File: src/design/trs_pkg.sv
// ---------------------------------------------------------------------------
// trs_pkg
// Shared types and constants of the triangle span rasterizer.
// ---------------------------------------------------------------------------
`timescale 1ns / 1ps
`default_nettype none

package trs_pkg;

    // Field widths fixed by the interface
    localparam int COORD_W      = 32;
    localparam int ROW_OUT_W    = 6;
    localparam int COL_OUT_W    = 10;
    localparam int TOTAL_W      = 17;
    localparam int COLS_REG_W   = 11;
    localparam int ROWS_REG_W   = 7;
    localparam int CFG_IDX_W    = 3;
    localparam int CFG_DATA_W   = 32;
    localparam int IN_TDATA_W   = 6 * COORD_W;
    localparam int OUT_FIELDS_W = ROW_OUT_W + 2 * COL_OUT_W + TOTAL_W;
    localparam int OUT_TDATA_W  = ((OUT_FIELDS_W + 7) / 8) * 8;
    localparam int OUT_TOTAL_LSB = ROW_OUT_W + 2 * COL_OUT_W;

    // Depth of the job queue between front and back
    localparam int QUEUE_DEPTH  = 2;

    // Configuration register indexes
    localparam logic [CFG_IDX_W-1:0] REG_X_ORIGIN     = 3'd0;
    localparam logic [CFG_IDX_W-1:0] REG_Y_ORIGIN     = 3'd1;
    localparam logic [CFG_IDX_W-1:0] REG_X_INV_PITCH  = 3'd2;
    localparam logic [CFG_IDX_W-1:0] REG_Y_INV_PITCH  = 3'd3;
    localparam logic [CFG_IDX_W-1:0] REG_GRID_COLUMNS = 3'd4;
    localparam logic [CFG_IDX_W-1:0] REG_GRID_ROWS    = 3'd5;

    typedef enum logic [1:0] {
        FE_IDLE,
        FE_CONV,
        FE_PUSH
    } fe_state_t;

    typedef enum logic [2:0] {
        BE_IDLE,
        BE_CROSS,
        BE_WAIT_A,
        BE_START_B,
        BE_WAIT_B,
        BE_MERGE,
        BE_ROW,
        BE_DONE
    } be_state_t;

    typedef enum logic [2:0] {
        ED_IDLE,
        ED_MUL,
        ED_LOAD,
        ED_DIV,
        ED_DONE
    } ed_state_t;

    // Status of the edge crossing unit
    typedef struct packed {
        logic busy;
        logic done;
    } edge_status_t;

endpackage

`default_nettype wire

File: src/design/trs_fifo.sv
// ---------------------------------------------------------------------------
// trs_fifo
// Short job queue that decouples the setup front from the span back.
// ---------------------------------------------------------------------------
`timescale 1ns / 1ps
`default_nettype none

module trs_fifo #(
    parameter int WIDTH = 8
) (
    input  logic             clk,
    input  logic             rst_n,
    input  logic             wr_en,
    input  logic [WIDTH-1:0] wr_data,
    output logic             full,
    input  logic             rd_en,
    output logic [WIDTH-1:0] rd_data,
    output logic             not_empty
);
    import trs_pkg::*;

    localparam int PTR_W = (QUEUE_DEPTH > 1) ? $clog2(QUEUE_DEPTH) : 1;
    localparam int CNT_W = $clog2(QUEUE_DEPTH + 1);

    logic [WIDTH-1:0] mem_reg [QUEUE_DEPTH];
    logic [PTR_W-1:0] wr_ptr_reg, rd_ptr_reg;
    logic [CNT_W-1:0] count_reg;

    assign full      = (count_reg == CNT_W'(QUEUE_DEPTH));
    assign not_empty = (count_reg != '0);
    assign rd_data   = mem_reg[rd_ptr_reg];

    // storage
    always_ff @(posedge clk)
    begin
        if (wr_en && !full)
        begin
            mem_reg[wr_ptr_reg] <= wr_data;
        end
    end

    // pointers and fill count
    always_ff @(posedge clk or negedge rst_n)
    begin
        if (!rst_n)
        begin
            wr_ptr_reg <= '0;
            rd_ptr_reg <= '0;
            count_reg  <= '0;
        end
        else
        begin
            if (wr_en && !full)
            begin
                wr_ptr_reg <= (wr_ptr_reg == PTR_W'(QUEUE_DEPTH - 1)) ? '0 : wr_ptr_reg + 1'b1;
            end
            if (rd_en && not_empty)
            begin
                rd_ptr_reg <= (rd_ptr_reg == PTR_W'(QUEUE_DEPTH - 1)) ? '0 : rd_ptr_reg + 1'b1;
            end
            if ((wr_en && !full) && !(rd_en && not_empty))
            begin
                count_reg <= count_reg + 1'b1;
            end
            else if (!(wr_en && !full) && (rd_en && not_empty))
            begin
                count_reg <= count_reg - 1'b1;
            end
        end
    end

endmodule

`default_nettype wire

File: config.mk
export PLATFORM = sky130hd
export DESIGN_NAME = trs_fifo
export DESIGN_NICKNAME = d
export VERILOG_FILES = /design/src/design/trs_pkg.sv /design/src/design/trs_fifo.sv
export SDC_FILE = /design/constraint.sdc
export NUM_CORES = 1
export LEC_CHECK = 0
export ABC_AREA = 1
export ABC_CLOCK_PERIOD_IN_PS = 2100
export BUFFER_PORTS_ARGS = -buffer_cell sky130_fd_sc_hd__buf_2
export CAP_MARGIN = 20
export CORE_MARGIN = 5
export CORE_UTILIZATION = 45
export CTS_CLUSTER_SIZE = 16
export DETAILED_ROUTE_END_ITERATION = 8
export GPL_TIMING_DRIVEN = 0
export PLACE_DENSITY_LB_ADDON = 0.25
export SYNTH_ARGS = -nofsm -noshare
export SYNTH_HDL_FRONTEND = slang
export SYNTH_SLANG_ARGS = --single-unit
File: constraint.sdc
create_clock -name clk -period 2.1 [get_ports clk]
set_input_delay 0.42 -clock clk [delete_from_list [all_inputs] [get_ports clk]]
set_output_delay 0.42 -clock clk [all_outputs]
set_load 0.03 [all_outputs]
==> flow_summary.toml <==
[cts]
cts_tree = "built"
cts_buffer_depth = 2
path_clk_slew_ns = 0.11
htreeDepth = 1
clk_latency_ns = 0.29
numCtsBuffers = 3
cts_sinks = 20
cts_root_buffer = "clkbuf_4"
ctsResizeCount = 0
post-cts-setup-buffers = 0
postCtsHoldBufs = 1

[setup_path]
start_kind = "register"
cp.arrival_ns = 1.31
cpMostUsedCell = "nand2_1"
end_kind = "output pin"
rrSetupSlack_ns = 0.50
criticalPathCategory = "register to output pin"
critical_path.max_fanout = 10
max_stage_delay_ns = 0.41
slowest_stage = "dfrtp_1"
cp.required_ns = 1.68
crit_chain = "buf_12 > inv_2 > nand2_1 > nand2_1 > buf_2"

[placed_design]
dp_hpwl_um = 980
dp.cells = 119
place.gp.congestion = 0.651
port_buffers = 21

[power]
p_int_uw = 963
cellLeakagePower_nw = 0.488
comb_power_share_pct = 43.8
clkPwrFrac_pct = 19.2
ir_drop_uv = 683
pwr-share-seq_pct = 37.0
switching_share_pct = 40.4
power_density_nw_per_um2 = 1560
p_switching_uw = 652

[yosys]
syn-cell-area_um2 = 833
synth-simple-area-share_pct = 21.2
synth_xor_xnor_area_share_pct = 1.05
ys_ff_latch = 20
syn_nets = 86
synth_compound_area_share_pct = 0.601
synth_fa_ha_area_share_pct = 1.50
synth.avg_cell_area_um2 = 11.4
synth.distinct_cells = 15
synthCells = 73
muxShareOfSynthArea_pct = 0
synth_top_family_by_area = "simple AND/OR/NAND/NOR gates"
ys_seq_area_share_pct = 69.7
yosysWarnings = 0

[timing]
slew_headroom_pct = 50.7
fin_worst_skew_ns = 0.00141
hold-worst-slack_ns = 0.304
worstMarginPinSlew_ns = 0.737
hold_viol = 0
setup_tns_ns = 0
grt_setup_unrepaired = "no"
setup_viol = 0
timing.fmax_mhz = 580
period_minus_slack_ns = 1.73
slew_viol_final = 0
finalCritPeriodShare_pct = 82.2

[finish]
insertedDiodeCount = 0
drive_gt1_share_pct = 33.3
syn_to_final_growth_pct = 23.9
largest_register_ffs = 16
final_core_util_pct = 59.1
stdcell_count = 124
nNetsFinal = 113
layout_common_cells = "nand2_1, buf_2, edfxtp_1"
final_common_cell = "nand2_1"

[floorplan]
start_util_pct = 47.7
die_w_um = 53.0
pin_count = 22
die_h_um = 53.0
die-area_um2 = 2810
core-area_um2 = 1750
rows = 15

[global_route]
grt_max_degree = 13
grt_use_total_pct = 11.2
grt_overflow = 0
grt_pass1_wl_um = 2260
grt_pass1_vias = 563
antenna_found_initial = 0

[drt]
vias = 561
drt_wl_total_um = 1350
drc_errors = 0
antenna_left = 0
drtPass1Iterations = 3
vias_per_cell = 4.52
drt-initial-drc-count = 1
wl_per_cell_um = 10.9

[worst_hold_path]
holdCritPathClass = "input pin to register"

[outcome]
status = "complete, no violations"

[flow_run]
maxCapViolations = 0
==> critical path: cells and delay by family (launching register included) <==
family                 cells  cell delay, ns
buffers and inverters      3            0.47
DFF                        1            0.41
and+or+nand+nor            2            0.12
==> power groups by stage <==
stage | Sequential [mW] | Clock (mW) | Combinational (mW)
2_1_floorplan | 0.599 | 0 | 0.538
3_3_place_gp | 0.604 | 0 | 0.701
3_5_place_dp | 0.608 | 0 | 0.717
4_1_cts | 0.598 | 0.314 | 0.721
5_1_grt | 0.606 | 0.333 | 0.787
6_report | 0.598 | 0.310 | 0.707
==> metrics by stage <==
step | instance area, um2 | total power [mW] | setup slack [ns]
after floorplan | 833 | 1.14 | 0.611
after global placement | 970 | 1.30 | 0.531
after detailed placement | 970 | 1.32 | 0.500
after CTS | 1030 | 1.63 | 0.351
after global routing | 1030 | 1.73 | 0.273
final | 1030 | 1.61 | 0.375
==> synth_stat cells (all sizes together) <==
master,count,area (um2)
buf,1,20.0
dfrtp,4,100
edfxtp,16,480
ha,1,12.5
inv,8,30.0
nand2,35,139
nand3,2,10.0
nand4,1,6.26
nor2,3,21.3
o21ai,1,5.00
xnor2,1,8.76
==> path summary, 6_finish.rpt <==
path | from | to | cells past startpoint
min in group asynchronous | rst_n | count_reg[0]$_DFFE_PN0P_ | 2
max in group asynchronous | rst_n | count_reg[1]$_DFFE_PN0P_ | 2
worst min-delay path | wr_data[0] | mem_reg[0][0]$_DFFE_PP_ | 1
worst max-delay path | rd_ptr_reg$_DFFE_PN0P_ | rd_data[2] | 5
worst max register to register | count_reg[1]$_DFFE_PN0P_ | mem_reg[1][3]$_DFFE_PP_ | 3
worst min register to register | wr_ptr_reg$_DFFE_PN0N_ | wr_ptr_reg$_DFFE_PN0N_ | 2
==> metal layers <==
metal / vias to the layer above / track usage [%] / routed length [um]
met5: - / 0 / 0
met3: 0 / 2.25 / 62
met1: 262 / 12.7 / 587
met4: 0 / 5.53 / 0
met2: 12 / 19.8 / 697
li1: 287 / - / -
==> cells by family after synthesis <==
logic type	count (synthesis)
AND/OR/NAND/NOR	41
flip-flops	20
buffers and inverters	9
AO/OA/AOI/OAI	1
XOR/XNOR	1
adder cells (fa/ha/maj)	1
==> final cells by class <==
class | instances | area, um2
Tap cell | 25 | 31.3
Buffer | 1 | 20.0
Clock buffer | 3 | 22.5
Timing Repair Buffer | 22 | 115
Sequential cell | 20 | 581
Fill cell | 146 | 713
Inverter | 8 | 30.0
Clock inverter | 1 | 30.0
Multi-Input combinational cell | 44 | 203
Note: power is estimated with default switching activity, not from simulation.
